`src/sbsf_pkg.sv`:
```
// Package: types, constants and controller states for the binned split finder.
package sbsf_pkg;

	localparam int BUCKETS_DEF   = 12;
	localparam int MAX_PRIMS_DEF = 4096;
	localparam int COORD_DEF     = 24;
	localparam int SMALL_SET_DEF = 4;

	localparam int COORD_W  = 24;
	localparam int AXIS_W   = 2;
	localparam int BUCKET_W = 4;
	localparam int LEFT_W   = 13;
	localparam int COST_W   = 64;
	localparam logic [COST_W-1:0] COST_MAX = {COST_W{1'b1}};

	localparam logic [AXIS_W-1:0] AXIS_Z = 2'd2;
	localparam logic [AXIS_W-1:0] AXIS_BAD = 2'd3;

	typedef struct packed {
		logic [COORD_W-1:0] box_min_x;
		logic [COORD_W-1:0] box_min_y;
		logic [COORD_W-1:0] box_min_z;
		logic [COORD_W-1:0] box_max_x;
		logic [COORD_W-1:0] box_max_y;
		logic [COORD_W-1:0] box_max_z;
		logic [COORD_W-1:0] centroid_low;
		logic [COORD_W-1:0] centroid_high;
		logic [AXIS_W-1:0]  axis_sel;
		logic               last_item;
	} in_t;

	typedef struct packed {
		logic                split_mode;
		logic [BUCKET_W-1:0] split_bucket;
		logic [LEFT_W-1:0]   left_count;
		logic                degenerate;
	} out_t;

	typedef enum logic [4:0] {
		S_IDLE,
		S_PREP,
		S_DIV,
		S_RD,
		S_WR,
		S_LAST,
		S_SW_INIT,
		S_R_RD,
		S_R_MRG,
		S_R_COST,
		S_R_WR,
		S_L_INIT,
		S_L_RD,
		S_L_MRG,
		S_L_COST,
		S_L_CMP,
		S_RESULT
	} ctl_state_t;

	typedef struct packed {
		logic load;
		logic prep;
		logic set_ovf;
		logic div_step;
		logic bkt_rd;
		logic bkt_wr;
		logic r_init;
		logic l_init;
		logic sw_rd;
		logic mrg;
		logic cost_step;
		logic cost_wr;
		logic p_dec;
		logic p_inc;
		logic cmp;
		logic emit;
	} cmd_t;

	typedef struct packed {
		logic ovf_now;
		logic div_last;
		logic is_last;
		logic need_sweep;
		logic cost_last;
		logic p_low_end;
		logic p_high_end;
		logic out_free;
	} sts_t;

endpackage

```
`src/sbsf_ctrl.sv`:
```
// Controller state machine: sequences binning per request and the partition sweep.
module sbsf_ctrl import sbsf_pkg::*; (
	input  logic clk,
	input  logic arst_n,
	input  logic item_valid,
	output logic item_stall,
	input  sts_t sts,
	output cmd_t cmd
);

	ctl_state_t state_q, state_d;

	always_ff @(posedge clk or negedge arst_n) begin
		if (!arst_n) begin
			state_q <= S_IDLE;
		end else begin
			state_q <= state_d;
		end
	end

	always_comb begin
		state_d = state_q;
		unique case (state_q)
			S_IDLE:    if (item_valid) state_d = S_PREP;
			S_PREP:    state_d = sts.ovf_now ? S_LAST : S_DIV;
			S_DIV:     if (sts.div_last) state_d = S_RD;
			S_RD:      state_d = S_WR;
			S_WR:      state_d = S_LAST;
			S_LAST: begin
				if (!sts.is_last) state_d = S_IDLE;
				else if (sts.need_sweep) state_d = S_SW_INIT;
				else state_d = S_RESULT;
			end
			S_SW_INIT: state_d = S_R_RD;
			S_R_RD:    state_d = S_R_MRG;
			S_R_MRG:   state_d = S_R_COST;
			S_R_COST:  if (sts.cost_last) state_d = S_R_WR;
			S_R_WR:    state_d = sts.p_low_end ? S_L_INIT : S_R_RD;
			S_L_INIT:  state_d = S_L_RD;
			S_L_RD:    state_d = S_L_MRG;
			S_L_MRG:   state_d = S_L_COST;
			S_L_COST:  if (sts.cost_last) state_d = S_L_CMP;
			S_L_CMP:   state_d = sts.p_high_end ? S_RESULT : S_L_RD;
			S_RESULT:  if (sts.out_free) state_d = S_IDLE;
			default:   state_d = S_IDLE;
		endcase
	end

	always_comb begin
		cmd = '0;
		item_stall = (state_q != S_IDLE);
		unique case (state_q)
			S_IDLE:    cmd.load = item_valid;
			S_PREP: begin
				cmd.prep = 1'b1;
				cmd.set_ovf = sts.ovf_now;
			end
			S_DIV:     cmd.div_step = 1'b1;
			S_RD:      cmd.bkt_rd = 1'b1;
			S_WR:      cmd.bkt_wr = 1'b1;
			S_SW_INIT: cmd.r_init = 1'b1;
			S_R_RD:    cmd.sw_rd = 1'b1;
			S_R_MRG:   cmd.mrg = 1'b1;
			S_R_COST:  cmd.cost_step = 1'b1;
			S_R_WR: begin
				cmd.cost_wr = 1'b1;
				cmd.p_dec = !sts.p_low_end;
			end
			S_L_INIT:  cmd.l_init = 1'b1;
			S_L_RD:    cmd.sw_rd = 1'b1;
			S_L_MRG:   cmd.mrg = 1'b1;
			S_L_COST:  cmd.cost_step = 1'b1;
			S_L_CMP: begin
				cmd.cmp = 1'b1;
				cmd.p_inc = !sts.p_high_end;
			end
			S_RESULT:  cmd.emit = sts.out_free;
			default:   cmd = '0;
		endcase
	end

endmodule

```
`config.mk`:
```
export PLATFORM = sky130hd
export DESIGN_NAME = sbsf_ctrl
export DESIGN_NICKNAME = d
export VERILOG_FILES = /design/src/sbsf_pkg.sv /design/src/sbsf_ctrl.sv
export SDC_FILE = /design/constraint.sdc
export NUM_CORES = 1
export LEC_CHECK = 0
export BUFFER_PORTS_ARGS = -buffer_cell sky130_fd_sc_hd__clkbuf_2
export CORE_AREA = 4 4 41 43
export DETAILED_ROUTE_END_ITERATION = 8
export DIE_AREA = 0 0 45 47
export PLACE_DENSITY_LB_ADDON = 0.2
export SLEW_MARGIN = 10
export SYNTH_ARGS = -nofsm -noshare
export SYNTH_HDL_FRONTEND = slang
export SYNTH_SLANG_ARGS = --single-unit
export TNS_END_PERCENT = 20
```
`constraint.sdc`:
```
create_clock -name clk -period 2.9 [get_ports clk]
set_clock_uncertainty 0.1 [all_clocks]
set_input_delay 0.145 -clock clk [delete_from_list [all_inputs] [get_ports clk]]
set_output_delay 0.145 -clock clk [all_outputs]
set_load 0.02 [all_outputs]
```
==> results of run 1 <==
-- through the flow --
stage	std cells	hold slack, ns	power, mW	utilization, %
2_1_floorplan	76	-0.2506	0.5463	-
3_3_place_gp	112	-0.1385	0.6287	50.87
3_5_place_dp	112	-0.1334	0.6334	50.87
4_1_cts	117	0.03354	0.7192	53.65
5_1_grt	117	0.04760	0.7860	53.65
6_report	117	0.03330	0.7197	53.65
-- report_power, final --
| part | internal, mW | switching, mW |
|---|---|---|
| clock network | 0.0522 | 0.0312 |
| logic | 0.175 | 0.240 |
| registers | 0.0985 | 0.122 |
| total | 0.326 | 0.394 |
-- Yosys cell counts --
library cell  instances
mux2i_1               2
o21ai_0               1
a31o_2                1
and3_1                3
nor3_1                5
inv_2                 1
or2_0                 1
a31oi_1               1
o22ai_1               1
a211oi_1              1
nor2b_1               6
nor4_1                5
nor2_1                9
dfrtp_1               5
or3_1                 1
o211ai_1              1
o22a_1                1
a21oi_1               2
nand2b_1              3
buf_6                 1
nand4_1               1
clkbuf_1              1
nand3_1               3
buf_4                 2
inv_1                 3
nand2_1               7
o311ai_2              1
and4b_1               1
o21a_1                1
nand3b_1              1
o311ai_1              1
o211ai_2              1
buf_2                 2
-- timing repair --
item	4_1_cts	5_1_grt
setup endpoints to repair	0	0
hold buffers	1	0
resized for setup	0	0
endpoints found under the hold margin	5	0
-- routing by layer --
metal  track usage [%]  vias up  routed length (um)  part of all wire (%)
met2             25.71       21                 736                    47
li1                  -      327                   -                     -
met3             3.065        2                  88                   5.6
met4             11.70        0                  21                   1.3
met5                 0        -                   0                     0
met1             20.92      285                 713                    46
-- final cells by class --
type                    count  area, sq um
inverters                   4        15.01
fillers                   150        603.1
repair buffers             28        145.1
multi-input cells          61        367.9
flip-flops and latches      5        125.1
well taps                  15        18.77
clock buffers               4        26.28
-- critical path, delay by kind of cell, from the launching register on --
| kind | cells | cell delay, ns |
|---|---|---|
| flops | 1 | 0.56 |
| buf+inv | 1 | 0.17 |
| simple gates | 3 | 0.77 |
-- logic make-up after synthesis --
| family | synth area share [%] |
|---|---|
| flip-flops | 22.83 |
| multiplexers | 3.653 |
| AND/OR/NAND/NOR | 44.30 |
| buffers and inverters | 10.04 |
| AO/OA/AOI/OAI | 19.18 |
-- layout by cell type, fill, tap and decap left out, drive strengths merged --
cell type and instances:
and3 3, nand2 7, and4b 1, clkbuf 31
nand3 3, a211oi 1, nand4 1, mux2i 2
o22a 1, a31o 1, or3 1, nor3 5
dlygate4sd3 1, nand2b 3, o21ai 1, nor2b 6
o311ai 2, o21a 1, nor2 9, o22ai 1
or2 1, a31oi 1, o211ai 2, dfrtp 5
inv 4, nand3b 1, nor4 5, a21oi 2
-- worst paths after layout --
kind / start / to / depth (start not counted)
min in group asynchronous: arst_n / state_q[4] / 2
hold reg to reg: state_q[1] / state_q[3] / 2
max in group asynchronous: arst_n / state_q[3] / 2
hold / removal: sts[4] / state_q[4] / 2
setup reg to reg: state_q[3] / state_q[1] / 4
setup / recovery: state_q[0] / cmd[3] / 4
==> flow_summary_export.csv, run 1 <==
group,metric,value,unit
status,outcome,"finished clean",
routing,via_per_inst,5.427,
global_route,first_global_vias,584,
power,leakagePower,0.3394,nW
place,gp_congestion,0.8316,
setup_path,cp_data_required_time,2.65,ns
timing,finalSetupViolCount,0,
timing,fmax,502.5,MHz
min_path,hp-class,"input pin to register",
place,dp_hpwl,1.120,mm
run,cap_violations,0,
cts,cts_setup_buffers,0,
power,vdd_drop_max,0.4954,mV
cts,root_buffer,"clkbuf_4",
final_layout,final_layout_size_suffix_gt1_share,33.33,%
floorplan,die-area,2115,sq um
cts,clk_pin_slew,0.04,ns
floorplan,ioPinCount,28,
global_route,grt_pass1_wl,2.525,mm
global_route,overflow,0,
timing,rsz0062_at_grt,"false",
final_layout,nNetsFinal,114,
cts,clock_sinks,5,
final_layout,largest_reg_flops,5,
synth,synth_area_leader_cell,"dfrtp_1",
cts,cts_tree,"done",
floorplan,fp.dieW,45,um
final_layout,top_regs,"state_q: 5 flops",
setup_path,cp_cell_sequence,"nand2b_1 > nor4_1 > nor2b_1 > clkbuf_2",
setup_path,endpoint_kind,"output pin",
floorplan,fp-row-count,13,
setup_path,critPathMaxStageDelay,0.56,ns
setup_path,crit_type,"register to output pin",
place,place_area,661.9,sq um
synth,syn-cell-area,548.0,sq um
cts,clockBufferDepth,2,
global_route,track_usage,16.65,%
place,dp_worst_setup_slack,1.196,ns
timing,hold_violations,0,
timing,period_needed,1.990,ns
power,power_density,1031,nW/um^2
global_route,antenna_found_initial,0,
global_route,grt_max_degree,19,
timing,slew_violations,0,
cts,h-tree-depth,1,
synth,synthCells,76,
timing,setup_ws,0.9100,ns
setup_path,r2r_setup_slack,1.25,ns
synth,synthTopCellsByArea,"dfrtp_1 (23%), nor2b_1 (6.8%), nor2_1 (6.2%)",
routing,wire_per_inst,13.32,um
synth,ys_types,33,
routing,dr.pass1.iters,4,
routing,vias,635,
synth,syn_area_per_cell,7.211,sq um
synth,yosysSeqAreaShare,22.83,%
floorplan,die_y,47,um
synth,yosys_warnings,0,
final_layout,area_delta_synth_final,27.40,%
timing,maxSlewHeadroom,64.92,%
final_layout,fin_area,698.2,sq um
cts,cts_buffers,3,
timing,worst_pin_slew,0.5262,ns
place,io_buffer_count,27,
timing,timing.final.crit_share,68.62,%
routing,ant_nets,0,
synth,yosysTopAreaCellShare,22.83,%
final_layout,top_register,"state_q",
synth,ys_seq_elements,5,
floorplan,initial_core_util,42.12,%
cts,clock_latency,0.25,ns
routing,initialDrtViolationCount,10,
setup_path,path_max_fanout,18,
setup_path,arrival,1.74,ns
floorplan,coreArea,1301,sq um
setup_path,crit_path_start_kind,"register",
routing,wl,1.559,mm
synth,syn_nets,87,
timing,fin_tns_setup,0,ns
setup_path,slowest_stage,"dfrtp_1",
routing,drc,0,
final_layout,num_antenna_cells,0,
Power figures use the tool's default switching activity.
==> inputs of run 2 (changes only) <==
- clock period: 2.9 -> 2 ns (I/O delays scaled with it)
==> run 2 against run 1 <==
Against the previous run:
- sequential cell count did not move
- highest routed layer is now met3
- sequential power is 35% higher
- non-clock buffer count increased by 3
- critical endpoint is now cmd[13]
- die area unchanged
- largest power group unchanged
- power grew 49%
==> flow_summary_export.csv, run 2 (same netlist as run 1, synthesis figures left out) <==
group,metric,value,unit
status,outcome,"finished clean",
place,gp_congestion,0.8546,
floorplan,die-area,2115,sq um
final_layout,top_register,"state_q",
final_layout,num_antenna_cells,0,
final_layout,nFillCells,135,
routing,dr.pass1.iters,4,
cts,clk_pin_slew,0.04,ns
final_layout,layout_common_cells,"clkbuf_2 (27), nor2_1 (9), nand2_1 (7)",
timing,worst_pin_slew,0.5073,ns
min_path,hp-start,"sts[7]",
floorplan,fp.dieW,45,um
cts,cts_tree,"done",
floorplan,fp-row-count,13,
final_layout,area_delta_synth_final,33.10,%
global_route,track_usage,16.34,%
cts,cts_setup_buffers,0,
routing,vias,659,
final_layout,final_layout_size_suffix_gt1_share,35.24,%
routing,wl,1.579,mm
final_layout,finish.utilization,56.06,%
setup_path,path_max_fanout,9,
global_route,first_global_vias,596,
setup_path,crit_type,"register to output pin",
final_layout,top_regs,"state_q: 5 flops",
place,dp_hpwl,1.157,mm
routing,drc,0,
power,vdd_drop_max,0.6049,mV
floorplan,die_y,47,um
final_layout,nNetsFinal,117,
global_route,grt_pass1_wl,2.525,mm
power,power_density,1469,nW/um^2
setup_path,endpoint_kind,"output pin",
routing,initialDrtViolationCount,15,
power,leakagePower,0.3539,nW
min_path,hp-class,"input pin to register",
cts,h-tree-depth,1,
global_route,antenna_found_initial,0,
timing,finalSetupViolCount,0,
routing,wire_per_inst,13.16,um
global_route,overflow,0,
timing,hold_violations,0,
final_layout,fin_area,729.5,sq um
setup_path,r2r-start,"state_q[4]",
setup_path,cp_data_required_time,1.80,ns
timing,rsz0062_at_grt,"false",
setup_path,cp-startpoint,"state_q[3]",
place,dp.cells,114,
cts,clock_sinks,5,
timing,fin_tns_setup,0,ns
floorplan,initial_core_util,42.12,%
cts,clock_latency,0.24,ns
cts,clockBufferDepth,2,
routing,ant_nets,0,
power,power,1.071,mW
timing,fmax,540.0,MHz
cts,root_buffer,"clkbuf_4",
cts,cts_buffers,3,
timing,setup_ws,0.1481,ns
routing,via_per_inst,5.492,
final_layout,final_common_cell,"clkbuf_2",
final_layout,largest_reg_flops,5,
place,place_area,676.9,sq um
floorplan,ioPinCount,28,
timing,maxSlewHeadroom,66.18,%
run,cap_violations,0,
global_route,grt_max_degree,17,
setup_path,crit_path_start_kind,"register",
timing,period_needed,1.852,ns
timing,timing.final.crit_share,92.60,%
place,dp_worst_setup_slack,0.3704,ns
place,io_buffer_count,27,
setup_path,arrival,1.65,ns
floorplan,coreArea,1301,sq um
timing,whs,0.05857,ns
final_layout,instances_no_fill,120,
timing,slew_violations,0,
[run 2: final timing paths]
check	end	slack (ns)	depth (start not counted)
worst min register to register	state_q[0]	0.67	1
worst max-delay path	cmd[13]	0.15	6
worst max register to register	state_q[1]	0.38	4
max in group asynchronous	state_q[2]	1.55	2
min in group asynchronous	state_q[3]	0.11	2
worst min-delay path	state_q[0]	0.06	3
[run 2: power breakdown]
part	internal [mW]	switching [mW]
sequential	0.143	0.156
clock	0.0753	0.0398
combinational	0.280	0.377
total	0.499	0.572
[run 2: timing repair]
item	in CTS	in global routing
hold buffers	2	0
endpoints found under the hold margin	6	0
gates resized for setup	0	1
setup endpoints to repair	0	1
[run 2: cell type report]
class	count	area (sq um)	share of cell area (%)
multi-input combinational	61	374.1	51.29
timing repair buffer	31	170.2	23.33
sequential	5	125.1	17.15
clock buffer	4	26.28	3.602
tap	15	18.77	2.573
inverter	4	15.01	2.058
[run 2: per-layer routing]
layer  GRT usage (%)  part of all wire [%]
met1           20.46                    47
met2           27.68                    50
met3           2.682                   3.4
met4           7.018                     0
met5               0                     0
[run 2: critical path, cell delays in order, from the launching register on]
cell      delay, ns
dfrtp_1        0.49
buf_4          0.22
nor2_1         0.19
and3_1         0.21
nand2_1        0.08
inv_1          0.05
clkbuf_2       0.16
